**src/rtl/cca_pkg.sv**
```systemverilog
// Shared types, constants and calendar helpers for the cron calendar alarm.
package cca_pkg;

    localparam int unsigned CFG_DATA_W = 60;
    localparam int unsigned CFG_IDX_W  = 3;
    localparam int unsigned TICK_W     = 21;

    localparam logic [TICK_W-1:0] MAX_TICKS = 21'd1054080;

    // register indexes
    localparam logic [CFG_IDX_W-1:0] CFG_MINUTE_MASK  = 3'd0;
    localparam logic [CFG_IDX_W-1:0] CFG_HOUR_MASK    = 3'd1;
    localparam logic [CFG_IDX_W-1:0] CFG_DAY_MASK     = 3'd2;
    localparam logic [CFG_IDX_W-1:0] CFG_MONTH_MASK   = 3'd3;
    localparam logic [CFG_IDX_W-1:0] CFG_WEEKDAY_MASK = 3'd4;
    localparam logic [CFG_IDX_W-1:0] CFG_MAX_RUNS     = 3'd5;

    // request modes
    localparam logic MODE_LOAD = 1'b0;
    localparam logic MODE_TICK = 1'b1;

    localparam logic [4:0] LAST_HOUR    = 5'd23;
    localparam logic [5:0] LAST_MINUTE  = 6'd59;
    localparam logic [3:0] LAST_MONTH   = 4'd12;
    localparam logic [2:0] LAST_WEEKDAY = 3'd6;

    typedef struct packed {
        logic [11:0] year;
        logic [3:0]  month;
        logic [4:0]  day;
        logic [4:0]  hour;
        logic [5:0]  minute;
        logic [2:0]  weekday;
    } t_cal;

    typedef struct packed {
        logic        mode;
        t_cal        cal;
    } t_req;

    typedef struct packed {
        logic        match;
        t_cal        cal;
        logic [6:0]  run_number;
        logic        done;
        logic        time_error;
    } t_rsp;

    // Gregorian leap rule; y/100 via reciprocal 5243/2^19 (exact for 12-bit y)
    function automatic logic is_leap(input logic [11:0] y);
        logic [24:0] prod;
        logic [5:0]  q;
        logic [11:0] hundreds;
        logic [11:0] rem;
        prod     = 25'(y) * 25'd5243;
        q        = prod[24:19];
        hundreds = 12'({q, 6'b0}) + 12'({q, 5'b0}) + 12'({q, 2'b0});
        rem      = y - hundreds;
        return (y[1:0] == 2'b00) && ((rem != 12'd0) || (q[1:0] == 2'b00));
    endfunction

    // 0 for a month code outside 1..12
    function automatic logic [4:0] month_len(input logic [11:0] y, input logic [3:0] m);
        logic [4:0] len;
        unique case (m)
            4'd1, 4'd3, 4'd5, 4'd7, 4'd8, 4'd10, 4'd12: len = 5'd31;
            4'd4, 4'd6, 4'd9, 4'd11:                     len = 5'd30;
            4'd2:                                        len = is_leap(y) ? 5'd29 : 5'd28;
            default:                                     len = 5'd0;
        endcase
        return len;
    endfunction

endpackage

```
**src/rtl/cron_calendar_alarm.sv**
```systemverilog
// Cron calendar alarm: minute calendar, cron mask match and run counting.
//
// Each request either loads a start time (mode 0) or advances the calendar by
// one minute and tests it against the five cron masks (mode 1). Requests are
// registered on input, processed in a single combinational step against the
// calendar and counter registers, and the response is registered on output.
// One request per cycle is taken while responses are drained; a stalled
// response holds the next request in the input register. The calendar state
// updates with the response register, so back-to-back ticks see each other's
// result. o_in_ready is high while the input register is empty or its request
// moves into a free or draining response register, so draining a response
// does not block the next request from entering the input register.
// A load with a bad date or time (day 0 or past the month's end, month outside
// 1..12, hour above 23, minute above 59, weekday above 6) is rejected with
// o_time_error set and leaves the state alone; the weekday is not checked
// against the date. Years wrap at 4095. Matching stops and o_done_res rises
// once max_runs matches are counted or MAX_TICKS ticks are tested; the
// calendar keeps advancing. Day of month and weekday are ANDed. Registers are
// written through i_cfg_wr_en / i_cfg_idx / i_cfg_data; the user must write
// only while no request is in flight (not enforced). Indexes past max_runs are
// ignored. Reset gives 1970-01-01 00:00 Thursday, all masks 0 and max_runs 5.
module cron_calendar_alarm (
    input  logic                          i_clk,
    input  logic                          i_rst_n,

    input  logic                          i_cfg_wr_en,
    input  logic [cca_pkg::CFG_IDX_W-1:0] i_cfg_idx,
    input  logic [cca_pkg::CFG_DATA_W-1:0] i_cfg_data,

    input  logic                          i_in_valid,
    output logic                          o_in_ready,
    input  logic                          i_mode,
    input  logic [11:0]                   i_load_year,
    input  logic [3:0]                    i_load_month,
    input  logic [4:0]                    i_load_day,
    input  logic [4:0]                    i_load_hour,
    input  logic [5:0]                    i_load_minute,
    input  logic [2:0]                    i_load_weekday,

    output logic                          o_out_valid,
    input  logic                          i_out_ready,
    output logic                          o_match,
    output logic [11:0]                   o_now_year,
    output logic [3:0]                    o_now_month,
    output logic [4:0]                    o_now_day,
    output logic [4:0]                    o_now_hour,
    output logic [5:0]                    o_now_minute,
    output logic [2:0]                    o_now_weekday,
    output logic [6:0]                    o_run_number,
    output logic                          o_done_res,
    output logic                          o_time_error
);

    // configuration
    logic [59:0] r_minute_mask;
    logic [23:0] r_hour_mask;
    logic [30:0] r_day_mask;
    logic [11:0] r_month_mask;
    logic [6:0]  r_weekday_mask;
    logic [6:0]  r_max_runs;

    // state
    cca_pkg::t_cal          r_cal, n_cal;
    logic [6:0]             r_runs, n_runs;
    logic [cca_pkg::TICK_W-1:0] r_ticks, n_ticks;

    // pipeline registers
    logic          r_in_valid;
    cca_pkg::t_req r_in;
    logic          r_out_valid;
    cca_pkg::t_rsp r_out, n_out;

    logic          fire;      // input register moves into the response register
    cca_pkg::t_cal adv;
    cca_pkg::t_cal ld;
    logic [4:0]    cur_len;
    logic          ld_bad;
    logic          done_pre;
    logic          hit;

    assign fire       = r_in_valid && (!r_out_valid || i_out_ready);
    assign o_in_ready = !r_in_valid || fire;

    always_ff @(posedge i_clk) begin
        if (!i_rst_n) begin
            r_minute_mask  <= '0;
            r_hour_mask    <= '0;
            r_day_mask     <= '0;
            r_month_mask   <= '0;
            r_weekday_mask <= '0;
            r_max_runs     <= 7'd5;
        end else if (i_cfg_wr_en) begin
            unique case (i_cfg_idx)
                cca_pkg::CFG_MINUTE_MASK:  r_minute_mask  <= i_cfg_data[59:0];
                cca_pkg::CFG_HOUR_MASK:    r_hour_mask    <= i_cfg_data[23:0];
                cca_pkg::CFG_DAY_MASK:     r_day_mask     <= i_cfg_data[30:0];
                cca_pkg::CFG_MONTH_MASK:   r_month_mask   <= i_cfg_data[11:0];
                cca_pkg::CFG_WEEKDAY_MASK: r_weekday_mask <= i_cfg_data[6:0];
                cca_pkg::CFG_MAX_RUNS:     r_max_runs     <= i_cfg_data[6:0];
                default: ;
            endcase
        end
    end

    // one-minute advance of the current calendar
    always_comb begin
        adv     = r_cal;
        cur_len = cca_pkg::month_len(r_cal.year, r_cal.month);
        if (r_cal.minute >= cca_pkg::LAST_MINUTE) begin
            adv.minute = '0;
            if (r_cal.hour >= cca_pkg::LAST_HOUR) begin
                adv.hour    = '0;
                adv.weekday = (r_cal.weekday >= cca_pkg::LAST_WEEKDAY) ? 3'd0
                                                                         : r_cal.weekday + 3'd1;
                if (r_cal.day >= cur_len) begin
                    adv.day = 5'd1;
                    if (r_cal.month >= cca_pkg::LAST_MONTH) begin
                        adv.month = 4'd1;
                        adv.year  = r_cal.year + 12'd1;
                    end else begin
                        adv.month = r_cal.month + 4'd1;
                    end
                end else begin
                    adv.day = r_cal.day + 5'd1;
                end
            end else begin
                adv.hour = r_cal.hour + 5'd1;
            end
        end else begin
            adv.minute = r_cal.minute + 6'd1;
        end
    end

    assign ld     = r_in.cal;
    assign ld_bad = (ld.day == 5'd0)
                 || (ld.day > cca_pkg::month_len(ld.year, ld.month))
                 || (ld.hour > cca_pkg::LAST_HOUR)
                 || (ld.minute > cca_pkg::LAST_MINUTE)
                 || (ld.weekday > cca_pkg::LAST_WEEKDAY);

    assign done_pre = (r_runs >= r_max_runs) || (r_ticks >= cca_pkg::MAX_TICKS);

    assign hit = r_minute_mask[adv.minute]
              && r_hour_mask[adv.hour]
              && r_day_mask[adv.day - 5'd1]
              && r_month_mask[adv.month - 4'd1]
              && r_weekday_mask[adv.weekday];

    // next state and response
    always_comb begin
        n_cal   = r_cal;
        n_runs  = r_runs;
        n_ticks = r_ticks;
        n_out   = '0;
        if (r_in.mode == cca_pkg::MODE_LOAD) begin
            if (ld_bad) begin
                n_out.time_error = 1'b1;
            end else begin
                n_cal   = ld;
                n_runs  = '0;
                n_ticks = '0;
            end
        end else begin
            n_cal = adv;
            if (!done_pre) begin
                n_ticks = r_ticks + 21'd1;
                if (hit) begin
                    n_runs      = r_runs + 7'd1;
                    n_out.match = 1'b1;
                end
            end
        end
        n_out.cal        = n_cal;
        n_out.run_number = n_runs;
        n_out.done       = (n_runs >= r_max_runs) || (n_ticks >= cca_pkg::MAX_TICKS);
    end

    always_ff @(posedge i_clk) begin
        if (!i_rst_n) begin
            r_in_valid  <= 1'b0;
            r_out_valid <= 1'b0;
            r_cal       <= '{year: 12'd1970, month: 4'd1, day: 5'd1,
                             hour: 5'd0, minute: 6'd0, weekday: 3'd4};
            r_runs      <= '0;
            r_ticks     <= '0;
        end else begin
            if (o_in_ready) begin
                r_in_valid <= i_in_valid;
            end
            if (fire) begin
                r_out_valid <= 1'b1;
                r_cal       <= n_cal;
                r_runs      <= n_runs;
                r_ticks     <= n_ticks;
            end else if (i_out_ready) begin
                r_out_valid <= 1'b0;
            end
        end
    end

    // payload registers
    always_ff @(posedge i_clk) begin
        if (o_in_ready && i_in_valid) begin
            r_in <= '{mode: i_mode,
                      cal: '{year: i_load_year, month: i_load_month, day: i_load_day,
                             hour: i_load_hour, minute: i_load_minute,
                             weekday: i_load_weekday}};
        end
        if (fire) begin
            r_out <= n_out;
        end
    end

    assign o_out_valid   = r_out_valid;
    assign o_match       = r_out.match;
    assign o_now_year    = r_out.cal.year;
    assign o_now_month   = r_out.cal.month;
    assign o_now_day     = r_out.cal.day;
    assign o_now_hour    = r_out.cal.hour;
    assign o_now_minute  = r_out.cal.minute;
    assign o_now_weekday = r_out.cal.weekday;
    assign o_run_number  = r_out.run_number;
    assign o_done_res    = r_out.done;
    assign o_time_error  = r_out.time_error;

endmodule

```
**config.mk**
```make
export PLATFORM = sky130hd
export DESIGN_NAME = cron_calendar_alarm
export DESIGN_NICKNAME = d
export VERILOG_FILES = /design/src/rtl/cca_pkg.sv /design/src/rtl/cron_calendar_alarm.sv
export SDC_FILE = /design/constraint.sdc
export NUM_CORES = 1
export LEC_CHECK = 0
export BUFFER_PORTS_ARGS = -buffer_cell sky130_fd_sc_hd__buf_4
export CORE_MARGIN = 2
export CORE_UTILIZATION = 57
export CTS_CLUSTER_DIAMETER = 100
export DETAILED_ROUTE_END_ITERATION = 8
export GPL_ROUTABILITY_DRIVEN = 0
export PLACE_DENSITY = 0.76
export SYNTH_ARGS = -nofsm -noshare
export SYNTH_HDL_FRONTEND = slang
export SYNTH_SLANG_ARGS = --single-unit
```
**constraint.sdc**
```tcl
create_clock -name i_clk -period 16.56 [get_ports i_clk]
set_input_delay 3.312 -clock i_clk [delete_from_list [all_inputs] [get_ports i_clk]]
set_output_delay 3.312 -clock i_clk [all_outputs]
set_load 0.05 [all_outputs]
```
---- Yosys cells after proc, flatten, opt, wreduce, memory -nomap -nowiden ----
Index checks and enable logic that the tools add are counted.
word-level totals
  flip-flop bits (word level) ............. 287
  logic and storage cells ................. 177
  output and inout port bits .............. 47
  input bits .............................. 104
operators by class
  add/subtract/negate cells ............... 16
  muxes and demuxes ....................... 38
  order comparisons ....................... 18
  reductions and logical operators ........ 40
  multiply operators ...................... 2
  eq/ne operators ......................... 29
  bitwise gates (word level) .............. 1
operator list
  cell                                                        count
  2-to-1 mux 21 bit                                           4
  2-to-1 mux 35 bit                                           2
  multiplier 12 x 13 -> 25 bit, second input constant         2
  greater-or-equal comparator 21 bit, second input constant   2
  equality test 4 bit, second input constant                  10
  equality test 4 x 3 -> 1 bit, second input constant         8
  case mux 5 bit (3 select lines)                             2
  2-to-1 mux 7 bit                                            4
  2-to-1 mux 26 bit                                           1
  adder 12 x 11 -> 12 bit                                     2
  adder 12 x 8 -> 12 bit                                      2
  nonzero test 12 bit                                         2
  subtractor 12 bit                                           2
  adder 21 x 1 -> 21 bit, second input constant               1
  equality test 4 x 2 -> 1 bit, second input constant         4
  2-to-1 mux 16 bit                                           1
  greater-or-equal comparator 7 bit                           2
  OR reduction 7 bit                                          2
  adder 12 x 1 -> 12 bit, second input constant               1
  less-than comparator 5 x 6 -> 1 bit, second input constant  2
  2-to-1 mux 12 bit                                           1
  AND reduction 2 bit                                         6
  2-to-1 mux 1 bit                                            11
  adder 5 x 1 -> 5 bit, second input constant                 2
  other kinds (40)                                            68

---- Logic depth before layout (Yosys ltp) ----
  depth in word-level cells ............... 24
  depth in mapped cells ................... 65
  mapped depth without buffers ............ 62

---- Least setup slack after synthesis ----
Ideal clock, no wire load.
  path kind ............................... reg2reg
  start point ............................. register r_cal[29] in the netlist's numbering
  end point ............................... register r_out (netlist bit o_done_res), data pin
  clock period less this slack ............ 13.366 ns
  cell stages (with the launch flop) ...... 64
  required time ........................... 16.297 ns
  path buffers ............................ 3
  arrival ................................. 13.103 ns
  setup slack ............................. 3.194 ns
  path through ............................ dfxtp_1 inv_1 fa_1 fa_1 fa_1 inv_1 fa_1 inv_1 fa_1 inv_1 ha_1 a21o_1 a21o_1 a21oi_1 o211a_1 o211ai_1 a31oi_1 o21bai_1 [... 28 more ...] a211oi_2 nand4_1 buf_2 clkbuf_1 nor2_1 a21oi_1 ha_1 nand2b_1 a21o_1 a21o_1 a21oi_1 nor2b_1 o21ai_0 nand2b_1 a21oi_1 o221ai_1 nor4_1 a21oi_1
RTL lines
  item                      line                        text
  start: declaration        cron_calendar_alarm.sv:63   cca_pkg::t_cal r_cal, n_cal;
  start signal: assignment  cron_calendar_alarm.sv:182  r_cal <= '{year: 12'd1970, month: 4'd1, day: 5'd1,
  start signal: assignment  cron_calendar_alarm.sv:192  r_cal <= n_cal;
  end signal: assignment    cron_calendar_alarm.sv:210  r_out <= n_out;
  end: declaration          cron_calendar_alarm.sv:71   cca_pkg::t_rsp r_out, n_out;

==> metrics <==
layout overhead on the synthesized area 12.01%; TritonCTS clock tree done; clk_lat worst skew between 500 and 600 ps; Clock transition at path regs ~60 ps; Required @ worst endpoint around 17000 ps; PortBufs 150; wire length per cell roughly 19 um; sequential fraction of the synthesis area 0.3164; dpl cell area 22110 sq um; final wirelength between 50000 and 60000 um; top cell type's share of synthesized area 0.1990; first-pass GRT wire length roughly 90000 um; ys flop type dfxtp_1; Crit Path Category flop to flop; grt met2 use 0.4974; post-CTS sizing 0; largest net degree at the start of global routing about 120; RSZ-0062 raised after global routing false; FP Rows around 70; # setup viols final 0; CTS Buf Count 31; CP delay by family, top compound AO/OA/AOI/OAI gates; postcts setup bufs 0; Arr. time, crit path between 15000 and 20000 ps; max frequency 64.98 MHz; PwrDens roughly 140 nW/um^2; crit-path most repeated cell a21oi_1; CTS sink cnt approximately 290; HPWL after DPL about 41000 um; count of different cell masters after synthesis just over 80; Die Area between 30000 and 40000 sq um; Initial DRC Count around 1.7k; fin crit period about 15000 ps; Die H 194.7 um; vias in the first global route between 15k and 20k; fin crit share 0.9293; maxcap violations 0; drt via density 6.019; Synth Register Bits between 200 and 300; Yosys warnings 0; max incr delay on CP approximately 600 ps; critical path fanouts, max 20; Bufs and invs on worst path 5; CTS Root Cell clkbuf_16; worst hold path class flop to flop; Netlist Area Pre-Place 20720 sq um; setup TNS 0 ps; fin nets roughly 2.9k; status finished clean; syn avg cell area roughly 8.6 sq um; layout cells sized above 1 0.1082; pins over their slew limit 0; Post-Syn Instances between 2k and 2.5k; EDFF count, synth 81; Finished Cell Area between 20000 and 25000 sq um; Slew @ Worst Pin ~1200 ps; Boundary Pins 151; Initial Utilization 0.5812; core area between 30000 and 40000 sq um; initial antenna violation count 2; Slowest-stage cell, CP fa_1; die span in x 194.7 um; GRT Total Usage 0.2965; Final WS setup 1171 ps; Post-synth top cells nand2_1 (420), inv_1 (271), a21oi_1 (238); Post-CTS Hold Buffers 0; H-tree levels 1; final hold vios 0; asr flop ratio synth 0; Slew headroom 0.1964; via count 17.86k; M3 GR Usage 0.04008; VDD IR max between 150 and 200 uV; P_leak approximately 10 nW; DRT Pass-1 Iters 6; aggregate global routing overflow 0; ANT nets after route 0; dominant cell type by area after synthesis dfxtp_1; GRT busiest layer met2; # DRC 0; Setup WS pre-CTS between 1000 and 1500 ps; M1 GR Usage 0.3794; Critical Path End Type flop; Post-Syn Nets 2838; worst-case clock buffer depth 3; Final Skew roughly 13 ps; Setup crit start kind flop; synth top area cells dfxtp_1 (20%), ha_1 (14%), edfxtp_1 (12%); cell with the most instances after synthesis nand2_1
[flip-flops by register name, summed over array words and instances (netlist names), 3 cells and up]
register,count
ld,35
o_now_day,5
o_now_hour,5
o_now_minute,6
o_now_month,4
o_now_weekday,3
o_now_year,12
o_run_number,7
r_cal,35
r_day_mask,31
r_hour_mask,24
r_max_runs,7
r_minute_mask,60
r_month_mask,12
r_runs,7
r_ticks,21
r_weekday_mask,7
[routing by layer]
layer	share of wire	up-vias
met2	0.47	710
met1	0.41	8521
met5	0	-
met4	0.052	0
li1	-	8468
met3	0.067	159
[worst register-to-register path, delay by kind of cell, from the launching register on]
kind	cells	cell delay [ps]
AO/OA/AOI/OAI	29	5650
XOR/XNOR	3	670
flip-flops	1	580
buffers and inverters	5	420
multiplexers	1	370
AND/OR/NAND/NOR	10	2530
adder cells (fa/ha/maj)	12	4900
[stage by stage]
stage               total power [W]    util  hold WS, ps  instances
finish                     0.003261  0.6510        451.2       2967
CTS                        0.003264  0.6509        450.9       2965
detailed placement         0.002522  0.6201        442.6       2907
floorplan                  0.002086       -        431.4       2398
global route               0.003543  0.6510        468.7       2967
global placement           0.002387  0.6201        440.3       2907
[cell usage in the layout (no fill, tap or decap), types with 21 or more instances in the layout]
master,Yosys,routed
a21o_1,26,26
a21oi_1,238,238
and3_1,21,21
buf_4,0,165
clkbuf_16,0,33
dfxtp_1,206,206
edfxtp_1,81,81
fa_1,103,103
ha_1,233,233
inv_1,271,271
mux2i_1,43,43
nand2_1,420,419
nand3_1,57,57
nand4_1,24,24
nor2_1,99,97
nor2b_1,24,24
nor3_1,30,29
o211ai_1,31,31
o21ai_0,74,74
[final timing paths]
path | startpoint | to | slack, ps | cells after the start
worst max-delay path | r_cal[29]$_SDFFE_PN0P_ | o_done_res$_DFFE_PP_ | 1170 | 60
worst min-delay path | r_minute_mask[41]$_SDFFE_PN0P_ | r_minute_mask[41]$_SDFFE_PN0P_ | 450 | 2
worst min register to register | r_minute_mask[41]$_SDFFE_PN0P_ | r_minute_mask[41]$_SDFFE_PN0P_ | 450 | 2
worst max register to register | r_cal[29]$_SDFFE_PN0P_ | o_done_res$_DFFE_PP_ | 1170 | 60
[final cells by class]
class,count,area [sq um]
multi-input combinational,1721,12710
fill,2971,12440
inverter,273,1032
timing repair buffer,165,1239
sequential,287,6556
antenna,2,5.005
clock inverter,14,158.9
clock buffer,44,937.1
tap,461,576.8
[kinds of logic (layout without fill, tap and decap cells)]
group | count (synthesis) | after routing | synth area share
AOI/OAI and AO/OA | 540 | 540 | 0.1636
xor gates and xnor gates | 28 | 28 | 0.01183
adders and majority gates | 336 | 336 | 0.2402
buffers and inverters | 390 | 496 | 0.07130
DFF | 287 | 287 | 0.3164
muxes | 65 | 65 | 0.03490
other | 0 | 2 | 0
and+or+nand+nor | 752 | 752 | 0.1618
[power by group]
group | switching (W) | total (W) | internal (W)
clock | 0.000294 | 0.000734 | 0.000440
combinational | 0.000984 | 0.00175 | 0.000765
sequential | 0.0000285 | 0.000778 | 0.000749
(Power assumes the default switching activity.)
